==> src/hdl/vlibd_pkg.sv <==
// shared types and constants of the variable length integer bit decoder
// used by vlibd_ctrl, vlibd_dp and the top level; no dependencies
`timescale 1ns / 1ps

package vlibd_pkg;

  localparam int IN_W           = 8;
  localparam int VAL_W          = 32;
  localparam int ST_W           = 2;
  localparam int CFG_IDX_W      = 1;
  localparam int CFG_DATA_W     = 6;
  localparam int FW_W           = 6;
  localparam int ZC_W           = 3;
  localparam int BITCNT_W       = 3;
  localparam int DEF_VALUE_BITS = 32;

  localparam logic [ST_W-1:0] ST_OK  = 2'd0;
  localparam logic [ST_W-1:0] ST_END = 2'd1;
  localparam logic [ST_W-1:0] ST_ERR = 2'd2;

  localparam logic [CFG_IDX_W-1:0] CFG_MODE  = 1'd0;
  localparam logic [CFG_IDX_W-1:0] CFG_WIDTH = 1'd1;

  localparam logic [FW_W-1:0]     FW_RESET   = 6'd8;
  localparam logic [FW_W-1:0]     FW_MAX     = 6'd32;
  localparam logic [ZC_W-1:0]     ZERO_LIMIT = 3'd6;
  localparam logic [BITCNT_W-1:0] LAST_BIT   = 3'd7;

  typedef struct packed {
    logic load;
    logic step;
    logic finish;
    logic flush;
  } vlibd_cmd_t;

  typedef struct packed {
    logic sticky;
    logic bit_err;
    logic step_ok;
    logic end_ok;
    logic flush_ok;
  } vlibd_sts_t;

endpackage

==> src/hdl/vlibd_ctrl.sv <==
// decoder sequencer: takes a word, steps up to eight bits, then end and flush
// depends on vlibd_pkg
`timescale 1ns / 1ps

module vlibd_ctrl (
  input  logic                 clk,
  input  logic                 rst_n,
  input  logic                 in_tvalid,
  output logic                 in_tready,
  input  vlibd_pkg::vlibd_sts_t sts,
  output vlibd_pkg::vlibd_cmd_t cmd
);
  import vlibd_pkg::*;

  typedef enum logic [1:0] {S_IDLE, S_BIT, S_END, S_FLUSH} state_t;

  state_t              state_r;
  logic                ready_r;
  logic [BITCNT_W-1:0] cnt_r;

  always_comb begin
    cmd        = '0;
    cmd.load   = in_tvalid & ready_r;
    cmd.step   = (state_r == S_BIT) & sts.step_ok;
    cmd.finish = (state_r == S_END) & sts.end_ok;
    cmd.flush  = (state_r == S_FLUSH);
  end

  assign in_tready = ready_r;

  always_ff @(posedge clk) begin
    if (!rst_n) begin
      state_r <= S_IDLE;
      ready_r <= 1'b1;
      cnt_r   <= '0;
    end else begin
      unique case (state_r)
        S_IDLE: begin
          if (cmd.load) begin
            ready_r <= 1'b0;
            cnt_r   <= '0;
            state_r <= sts.sticky ? S_END : S_BIT;
          end
        end
        S_BIT: begin
          if (sts.step_ok) begin
            if (sts.bit_err || cnt_r == LAST_BIT) begin
              state_r <= S_END;
            end else begin
              cnt_r <= cnt_r + BITCNT_W'(1);
            end
          end
        end
        S_END: begin
          if (sts.end_ok) begin
            state_r <= S_FLUSH;
          end
        end
        S_FLUSH: begin
          if (sts.flush_ok) begin
            state_r <= S_IDLE;
            ready_r <= 1'b1;
          end
        end
        default: begin
          state_r <= S_IDLE;
          ready_r <= 1'b1;
        end
      endcase
    end
  end

endmodule

==> src/hdl/vlibd_dp.sv <==
// datapath of the decoder: code state, one-bit decode step, end handling,
// pending result and output register; depends on vlibd_pkg
`timescale 1ns / 1ps

module vlibd_dp #(
  parameter int VALUE_BITS = vlibd_pkg::DEF_VALUE_BITS
) (
  input  logic                              clk,
  input  logic                              rst_n,
  input  vlibd_pkg::vlibd_cmd_t             cmd,
  output vlibd_pkg::vlibd_sts_t             sts,
  input  logic [vlibd_pkg::IN_W-1:0]        in_byte,
  input  logic                              in_fin,
  input  logic                              cfg_we,
  input  logic [vlibd_pkg::CFG_IDX_W-1:0]   cfg_addr,
  input  logic [vlibd_pkg::CFG_DATA_W-1:0]  cfg_wdata,
  output logic                              out_valid,
  input  logic                              out_ready,
  output logic [vlibd_pkg::VAL_W-1:0]       out_value,
  output logic [vlibd_pkg::ST_W-1:0]        out_status,
  output logic                              out_last
);
  import vlibd_pkg::*;

  localparam int LEN_W = $clog2(VALUE_BITS + 1);
  localparam int BL_W  = (LEN_W > FW_W) ? LEN_W : FW_W;

  typedef enum logic [1:0] {PH_PREFIX, PH_LENGTH, PH_VALUE, PH_FIXED} phase_t;

  // configuration
  logic            mode_r;
  logic [FW_W-1:0] fw_r;
  logic [FW_W-1:0] effw;

  // code state
  phase_t           ph_r;
  logic [ZC_W-1:0]  zc_r;
  logic [LEN_W-1:0] la_r;
  logic [BL_W-1:0]  bl_r;
  logic [VAL_W-1:0] va_r;
  logic             sticky_r;

  // word being decoded
  logic [IN_W-1:0]  sh_r;
  logic             fin_r;
  logic             skip_r;
  logic             err_r;

  // pending result and output register
  logic             pend_v_r;
  logic [VAL_W-1:0] pend_val_r;
  logic [ST_W-1:0]  pend_st_r;
  logic             out_v_r;
  logic [VAL_W-1:0] out_val_r;
  logic [ST_W-1:0]  out_st_r;
  logic             out_last_r;

  // bit step
  logic             cur_bit;
  logic [LEN_W:0]   lan;
  phase_t           b_ph;
  logic [ZC_W-1:0]  b_zc;
  logic [LEN_W-1:0] b_la;
  logic [BL_W-1:0]  b_bl;
  logic [VAL_W-1:0] b_va;
  logic             b_res;
  logic [VAL_W-1:0] b_val;
  logic             b_err;

  // end step
  phase_t           e_ph;
  logic [ZC_W-1:0]  e_zc;
  logic [LEN_W-1:0] e_la;
  logic [BL_W-1:0]  e_bl;
  logic [VAL_W-1:0] e_va;
  logic             e_res;
  logic [ST_W-1:0]  e_st;
  logic             e_err;

  logic             out_free;
  logic             new_res;
  logic [VAL_W-1:0] new_val;
  logic [ST_W-1:0]  new_st;

  always_comb begin
    if (fw_r == '0) begin
      effw = FW_W'(1);
    end else if (fw_r > FW_MAX) begin
      effw = FW_MAX;
    end else begin
      effw = fw_r;
    end
  end

  assign cur_bit = sh_r[IN_W-1];
  assign lan     = {la_r, cur_bit};

  always_comb begin
    b_ph  = ph_r;
    b_zc  = zc_r;
    b_la  = la_r;
    b_bl  = bl_r;
    b_va  = va_r;
    b_res = 1'b0;
    b_val = '0;
    b_err = 1'b0;
    if (mode_r) begin
      b_ph = PH_FIXED;
      if (ph_r != PH_FIXED) begin
        b_va = {{(VAL_W-1){1'b0}}, cur_bit};
        b_bl = BL_W'(effw) - BL_W'(1);
      end else begin
        b_va = {va_r[VAL_W-2:0], cur_bit};
        b_bl = bl_r - BL_W'(1);
      end
      if (b_bl == '0) begin
        b_res = 1'b1;
        b_val = b_va;
        b_ph  = PH_PREFIX;
        b_zc  = '0;
        b_la  = '0;
        b_va  = '0;
      end
    end else begin
      case (ph_r)
        PH_PREFIX: begin
          if (!cur_bit) begin
            if (zc_r >= ZERO_LIMIT) begin
              b_err = 1'b1;
            end else begin
              b_zc = zc_r + ZC_W'(1);
            end
          end else if (zc_r == '0) begin
            b_res = 1'b1;
            b_val = VAL_W'(1);
          end else begin
            b_ph = PH_LENGTH;
            b_bl = BL_W'(zc_r) + BL_W'(1);
            b_la = '0;
          end
        end
        PH_LENGTH: begin
          if (lan > (LEN_W+1)'(VALUE_BITS)) begin
            b_err = 1'b1;
          end else begin
            b_la = lan[LEN_W-1:0];
            b_bl = bl_r - BL_W'(1);
            if (b_bl == '0) begin
              if (lan == '0) begin
                b_res = 1'b1;
                b_ph  = PH_PREFIX;
                b_zc  = '0;
                b_la  = '0;
                b_va  = '0;
              end else begin
                b_ph = PH_VALUE;
                b_bl = BL_W'(lan[LEN_W-1:0]);
                b_va = '0;
              end
            end
          end
        end
        default: begin
          b_va = {va_r[VAL_W-2:0], cur_bit};
          b_bl = bl_r - BL_W'(1);
          if (b_bl == '0) begin
            b_res = 1'b1;
            b_val = b_va;
            b_ph  = PH_PREFIX;
            b_zc  = '0;
            b_la  = '0;
            b_va  = '0;
          end
        end
      endcase
    end
  end

  always_comb begin
    e_ph  = ph_r;
    e_zc  = zc_r;
    e_la  = la_r;
    e_bl  = bl_r;
    e_va  = va_r;
    e_res = 1'b0;
    e_st  = ST_OK;
    e_err = 1'b0;
    if (skip_r || err_r) begin
      e_res = 1'b1;
      e_st  = ST_ERR;
      e_err = 1'b1;
    end else if (fin_r) begin
      if (ph_r == PH_PREFIX) begin
        e_res = (zc_r != '0);
        e_st  = ST_END;
      end else begin
        e_res = 1'b1;
        e_st  = ST_ERR;
        e_err = 1'b1;
      end
    end
    if (skip_r || err_r || fin_r) begin
      e_ph = PH_PREFIX;
      e_zc = '0;
      e_la = '0;
      e_bl = '0;
      e_va = '0;
    end
  end

  assign out_free = !out_v_r || out_ready;
  assign new_res  = (cmd.step & b_res) | (cmd.finish & e_res);
  assign new_val  = cmd.finish ? VAL_W'(0) : b_val;
  assign new_st   = cmd.finish ? e_st : ST_OK;

  always_comb begin
    sts          = '0;
    sts.sticky   = sticky_r;
    sts.bit_err  = b_err;
    sts.step_ok  = !b_res || !pend_v_r || out_free;
    sts.end_ok   = !e_res || !pend_v_r || out_free;
    sts.flush_ok = !pend_v_r || out_free;
  end

  always_ff @(posedge clk) begin
    if (!rst_n) begin
      mode_r   <= 1'b0;
      fw_r     <= FW_RESET;
      ph_r     <= PH_PREFIX;
      zc_r     <= '0;
      la_r     <= '0;
      bl_r     <= '0;
      va_r     <= '0;
      sticky_r <= 1'b0;
      fin_r    <= 1'b0;
      skip_r   <= 1'b0;
      err_r    <= 1'b0;
      pend_v_r <= 1'b0;
      out_v_r  <= 1'b0;
    end else begin
      if (cmd.load) begin
        sh_r   <= in_byte;
        fin_r  <= in_fin;
        skip_r <= sticky_r;
        err_r  <= 1'b0;
      end
      if (cmd.step) begin
        sh_r <= {sh_r[IN_W-2:0], 1'b0};
        ph_r <= b_ph;
        zc_r <= b_zc;
        la_r <= b_la;
        bl_r <= b_bl;
        va_r <= b_va;
        if (b_err) begin
          err_r <= 1'b1;
        end
      end
      if (cmd.finish) begin
        ph_r <= e_ph;
        zc_r <= e_zc;
        la_r <= e_la;
        bl_r <= e_bl;
        va_r <= e_va;
        if (e_err) begin
          sticky_r <= 1'b1;
        end
      end
      if (new_res) begin
        if (pend_v_r) begin
          out_v_r    <= 1'b1;
          out_val_r  <= pend_val_r;
          out_st_r   <= pend_st_r;
          out_last_r <= 1'b0;
        end else if (out_ready) begin
          out_v_r <= 1'b0;
        end
        pend_v_r   <= 1'b1;
        pend_val_r <= new_val;
        pend_st_r  <= new_st;
      end else if (cmd.flush && pend_v_r && out_free) begin
        out_v_r    <= 1'b1;
        out_val_r  <= pend_val_r;
        out_st_r   <= pend_st_r;
        out_last_r <= 1'b1;
        pend_v_r   <= 1'b0;
      end else if (out_ready) begin
        out_v_r <= 1'b0;
      end
      if (cfg_we) begin
        unique case (cfg_addr)
          CFG_MODE: begin
            mode_r <= cfg_wdata[0];
            ph_r   <= PH_PREFIX;
            zc_r   <= '0;
            la_r   <= '0;
            bl_r   <= '0;
            va_r   <= '0;
          end
          CFG_WIDTH: begin
            fw_r <= cfg_wdata[FW_W-1:0];
          end
          default: begin
          end
        endcase
      end
    end
  end

  assign out_valid  = out_v_r;
  assign out_value  = out_val_r;
  assign out_status = out_st_r;
  assign out_last   = out_last_r;

endmodule

==> src/hdl/variable_length_integer_bit_decoder.sv <==
// top level of the variable length integer bit decoder
// depends on vlibd_pkg, vlibd_ctrl and vlibd_dp
`timescale 1ns / 1ps

// Decodes a byte stream, most significant bit first, into integers: either a
// length-prefixed log code (zero run, length, value) or fixed-width fields of
// cfg width. The datapath decodes one bit per cycle while no result waits on a
// stalled result side. Each accepted word is taken, then goes through eight bit
// steps (fewer when an error ends the word early), one end step and one flush
// of the last result with tlast set; a word taken while the sticky error is set
// skips the bit steps. A word gives up to eight results; after a truncated or
// overlong code every word gives one error result until reset. The user must
// write configuration only while the block is idle; the block does not enforce it.

module variable_length_integer_bit_decoder #(
  parameter int VALUE_BITS = vlibd_pkg::DEF_VALUE_BITS
) (
  input  logic                              clk,
  input  logic                              rst_n,
  input  logic                              in_tvalid,
  output logic                              in_tready,
  input  logic [7:0]                        in_tdata,   // data_byte
  input  logic                              in_tlast,
  output logic                              out_tvalid,
  input  logic                              out_tready,
  output logic [vlibd_pkg::VAL_W-1:0]       out_tdata,  // decoded_value
  output logic [vlibd_pkg::ST_W-1:0]        out_tuser,  // status
  output logic                              out_tlast,
  input  logic                              cfg_we,
  input  logic [vlibd_pkg::CFG_IDX_W-1:0]   cfg_addr,
  input  logic [vlibd_pkg::CFG_DATA_W-1:0]  cfg_wdata
);
  import vlibd_pkg::*;

  vlibd_cmd_t cmd;
  vlibd_sts_t sts;

  vlibd_ctrl u_ctrl (
    .clk       (clk),
    .rst_n     (rst_n),
    .in_tvalid (in_tvalid),
    .in_tready (in_tready),
    .sts       (sts),
    .cmd       (cmd)
  );

  vlibd_dp #(
    .VALUE_BITS (VALUE_BITS)
  ) u_dp (
    .clk        (clk),
    .rst_n      (rst_n),
    .cmd        (cmd),
    .sts        (sts),
    .in_byte    (in_tdata),
    .in_fin     (in_tlast),
    .cfg_we     (cfg_we),
    .cfg_addr   (cfg_addr),
    .cfg_wdata  (cfg_wdata),
    .out_valid  (out_tvalid),
    .out_ready  (out_tready),
    .out_value  (out_tdata),
    .out_status (out_tuser),
    .out_last   (out_tlast)
  );

`ifndef SYNTH
  a_bad_status_zero: assert property (@(posedge clk) disable iff (!rst_n)
    out_tvalid && out_tuser != ST_OK |-> out_tdata == '0)
    else $error("nonzero value with error status");

  a_end_is_last: assert property (@(posedge clk) disable iff (!rst_n)
    out_tvalid && out_tuser == ST_END |-> out_tlast)
    else $error("end-of-data result without tlast");

  a_one_word_at_a_time: assert property (@(posedge clk) disable iff (!rst_n)
    in_tvalid && in_tready |=> !in_tready)
    else $error("input ready right after a word was taken");
`endif

endmodule

==> config.mk <==
export PLATFORM = sky130hd
export DESIGN_NAME = variable_length_integer_bit_decoder
export DESIGN_NICKNAME = d
export VERILOG_FILES = /design/src/hdl/vlibd_pkg.sv /design/src/hdl/vlibd_ctrl.sv /design/src/hdl/vlibd_dp.sv /design/src/hdl/variable_length_integer_bit_decoder.sv
export SDC_FILE = /design/constraint.sdc
export NUM_CORES = 1
export LEC_CHECK = 0
export ABC_CLOCK_PERIOD_IN_PS = 5200
export BUFFER_PORTS_ARGS = -buffer_cell sky130_fd_sc_hd__buf_2
export CAP_MARGIN = 20
export CORE_MARGIN = 2
export CORE_UTILIZATION = 55
export CTS_BUF_LIST = sky130_fd_sc_hd__clkbuf_8
export DETAILED_ROUTE_END_ITERATION = 6
export PLACE_DENSITY = 0.75
export SLEW_MARGIN = 20
export SYNTH_ARGS = -nofsm -noshare
export SYNTH_HDL_FRONTEND = slang
export SYNTH_SLANG_ARGS = --single-unit
export TNS_END_PERCENT = 100
==> constraint.sdc <==
create_clock -name clk -period 5.2 [get_ports clk]
set_input_delay 1.04 -clock clk [delete_from_list [all_inputs] [get_ports clk]]
set_output_delay 1.04 -clock clk [all_outputs]
set_load 0.02 [all_outputs]
==> results.json <==
{
  "synthMuxAreaShare": 0.0249,
  "grt_pass1_wl_mm": 22.4,
  "p_switching_uw": 845,
  "path_max_fanout": 35,
  "pwr-share-seq": 0.500,
  "p_comb_frac": 0.187,
  "synthDistinctLibCells": 71,
  "p_sw_frac": 0.319,
  "clockRootBuffer": "clkbuf_8",
  "synth_compound_area_frac": 0.192,
  "synth_top_family_by_area": "compound AO/OA/AOI/OAI gates",
  "total_power_uw": 2650,
  "synth_top_area_share": 0.360,
  "drc": 0,
  "portBuffers": 57,
  "hold_depth": 0,
  "whs_endpoint": "u_dp.out_value[22]",
  "r2r_cells": 7,
  "drive_gt1_frac": 0.185,
  "synth_xor_area_frac": 0.00682,
  "crit_path_cell_trace": "inv_2, o41a_1, a2111oi_4, nor2_1, o32a_1, a21oi_4, buf_4",
  "start_util": 0.562,
  "firstDrtPassIters": 5,
  "ys_warn_count": 0,
  "max_freq_ghz": 0.267,
  "core_um2": 11400,
  "diodes": 0,
  "fin_crit_ns": 3.75,
  "critPathKind": "reg -> reg",
  "setup_tns_ns": 0,
  "rsz0062_at_grt": "false",
  "synth-seq-cells": 144,
  "track_usage": 0.224,
  "ant_nets": 0,
  "htree_num_levels": 4,
  "post-synth-top-area-cell": "edfxtp_1",
  "grt_max_degree": 36,
  "wirelength_mm": 13.3,
  "wl_per_cell_um": 17.0,
  "postCtsHoldBufs": 0,
  "clk_pin_slew_ns": 0.09,
  "cts_setup_buffers": 0,
  "vias_per_cell": 6.03,
  "reg2reg_from": "u_dp.ph_r[1]",
  "nets": 663,
  "vias": 4735,
  "syn_inst": 577,
  "intPower_uw": 1810,
  "design_area_um2": 7180,
  "end_kind": "register",
  "cts_tree": "done",
  "hold_path_startpoint": "u_dp.pend_val_r[22]",
  "ir_drop_mv": 0.171,
  "status": "finished clean",
  "hold_slack_ns": 0.421,
  "drtIter0Drc": 338,
  "critPathRequiredTime_ns": 5.30,
  "clock-sinks": 144,
  "tightest_slew_ns": 1.03,
  "dieHeight_um": 112,
  "ctsLongestPathBuffers": 2,
  "clk_latency_ns": 0.45,
  "setup_viol_count_final": 0,
  "drv_slew": 0,
  "dpl-instance-area_um2": 6800,
  "multi_input_area_um2": 2550,
  "syn2layout_area_growth_pct": 11.8,
  "syn_nets": 611,
  "hold_violations": 0,
  "synth.most_common_cell": "edfxtp_1",
  "hold_path.class": "reg -> reg",
  "pin_count": 58,
  "worstReg2RegEnd": "u_dp.out_value[23]",
  "gp_congestion": 0.928,
  "grt_pass1_vias": 4617,
  "p_per_area_nw_per_um2": 369,
  "cp_slowest_cell": "dfxtp_1",
  "pwr-share-clk": 0.313,
  "synthArstFlopShare": 0,
  "drv_cap": 0,
  "maxSlewHeadroom": 0.312,
  "grt.overflow.total": 0,
  "netlist_area_um2": 6420,
  "antenna_found_initial": 0,
  "p_leak_uw": 0.00262,
  "cp-start-kind": "register",
  "ys_seq_area_frac": 0.569,
  "ys.flop_type": "edfxtp_1",
  "hpwlAfterDp_mm": 9.01,
  "rows": 39,
  "seqCellArea_um2": 3650,
  "finalCritPeriodShare": 0.722,
  "crit_arrival_ns": 3.85,
  "synthSimpleGateAreaFrac": 0.145,
  "skew_ns": 0.0191,
  "cts_made_buffers": 17,
  "die_area_um2": 12600,
  "synth_area_leaders": "edfxtp_1, dfxtp_1, a22o_1, a21oi_1, and2_1",
  "cpPeakStageDelay_ns": 1.01,
  "synthAdderAreaFrac": 0.0253,
  "avgSynthCellArea_um2": 11.1,
  "cts_resized": 0,
  "die_x_um": 112,
  "rrSetupSlack_ns": 1.45,
  "yosys-top-cells-count": "edfxtp_1, dfxtp_1, a21oi_1",
  "n_fill_cell": 912,
  "synth_edf_count": 77
}
## metrics by stage
stage,std cells,utilization,setup WS (ns)
final,785,0.629,1.45
after global routing,785,0.629,1.19
after CTS,785,0.629,1.45
after detailed placement,753,0.596,1.48
after global placement,753,0.596,1.59
after floorplan,577,-,0.711
## final cells by class
| cell class | instances | share of cell area |
|---|---|---|
| sequential | 144 | 0.509 |
| multi-input combinational | 381 | 0.355 |
| clock inverter | 15 | 0.0197 |
| inverter | 20 | 0.0105 |
| clock buffer | 17 | 0.0326 |
| timing repair buffer | 65 | 0.0481 |
| tap | 143 | 0.0249 |
## logic make-up (layout without fill, tap and decap cells)
group / Yosys count / in the layout
AO/OA/AOI/OAI: 168 / 168
XOR/XNOR: 5 / 5
adder cells (fa/ha/maj): 13 / 13
buffers and inverters: 52 / 117
flip-flops: 144 / 144
multiplexers: 15 / 15
AND/OR/NAND/NOR: 180 / 180
## power groups by stage
stage	Combinational, uW	Clock, uW	Sequential, uW
5_1_grt	550	896	1340
2_1_floorplan	397	0	1340
4_1_cts	490	846	1330
6_report	495	830	1330
3_3_place_gp	473	0	1350
3_5_place_dp	485	0	1350
## critical path: cells and delay by family, from the launching register on
family                 cells  cell delay [ns]
buffers and inverters      2             0.62
flip-flops                 1             1.01
AO/OA/AOI/OAI              4             1.63
AND/OR/NAND/NOR            1             0.11
## how the worst max path moves through the flow
stage                 start                  to  slack, ns  cells after the start
3_3_place_gp   u_dp.ph_r[1]  u_dp.out_value[10]       1.59                      7
2_1_floorplan  u_dp.fw_r[2]       u_dp.out_last       0.71                      9
5_1_grt        u_dp.ph_r[1]  u_dp.out_value[23]       1.19                      7
3_5_place_dp   u_dp.ph_r[1]  u_dp.out_value[19]       1.48                      7
4_1_cts        u_dp.ph_r[1]  u_dp.out_value[22]       1.45                      7
6_report       u_dp.ph_r[1]  u_dp.out_value[23]       1.45                      7
## per-layer routing
layer | GRT usage | share of wire | vias to the layer above
met3 | 0.0578 | 0.050 | 33
li1 | - | - | 2283
met1 | 0.286 | 0.44 | 2248
met4 | 0.0984 | 0.027 | 0
met2 | 0.365 | 0.49 | 171
met5 | 0 | 0 | -
## registers in the layout (all words and copies together), names as in the netlist, 2 cells and up
register	count
u_dp.out_value	32
u_dp.pend_val_r	32
u_dp.va_r	31
u_dp.sh_r	8
u_dp.bl_r	6
u_dp.fw_r	6
u_dp.la_r	6
u_ctrl.cnt_r	3
u_dp.zc_r	3
u_ctrl.state_r	2
u_dp.out_status	2
u_dp.pend_st_r	2
u_dp.ph_r	2
## placed cells by master (no fill, tap or decap), drive strengths merged, types with 10 or more instances in the layout
cell and instances:
o21ai 20, dfxtp 67, buf 65, clkbuf 17, nor2 32, a21oi 43
nand2 43, inv 29, nand3 23, nor3 12, a22o 31, ha 13
and2 35, edfxtp 77, a21o 10, a31oi 14
No activity file was read; power rests on OpenSTA's default activity.
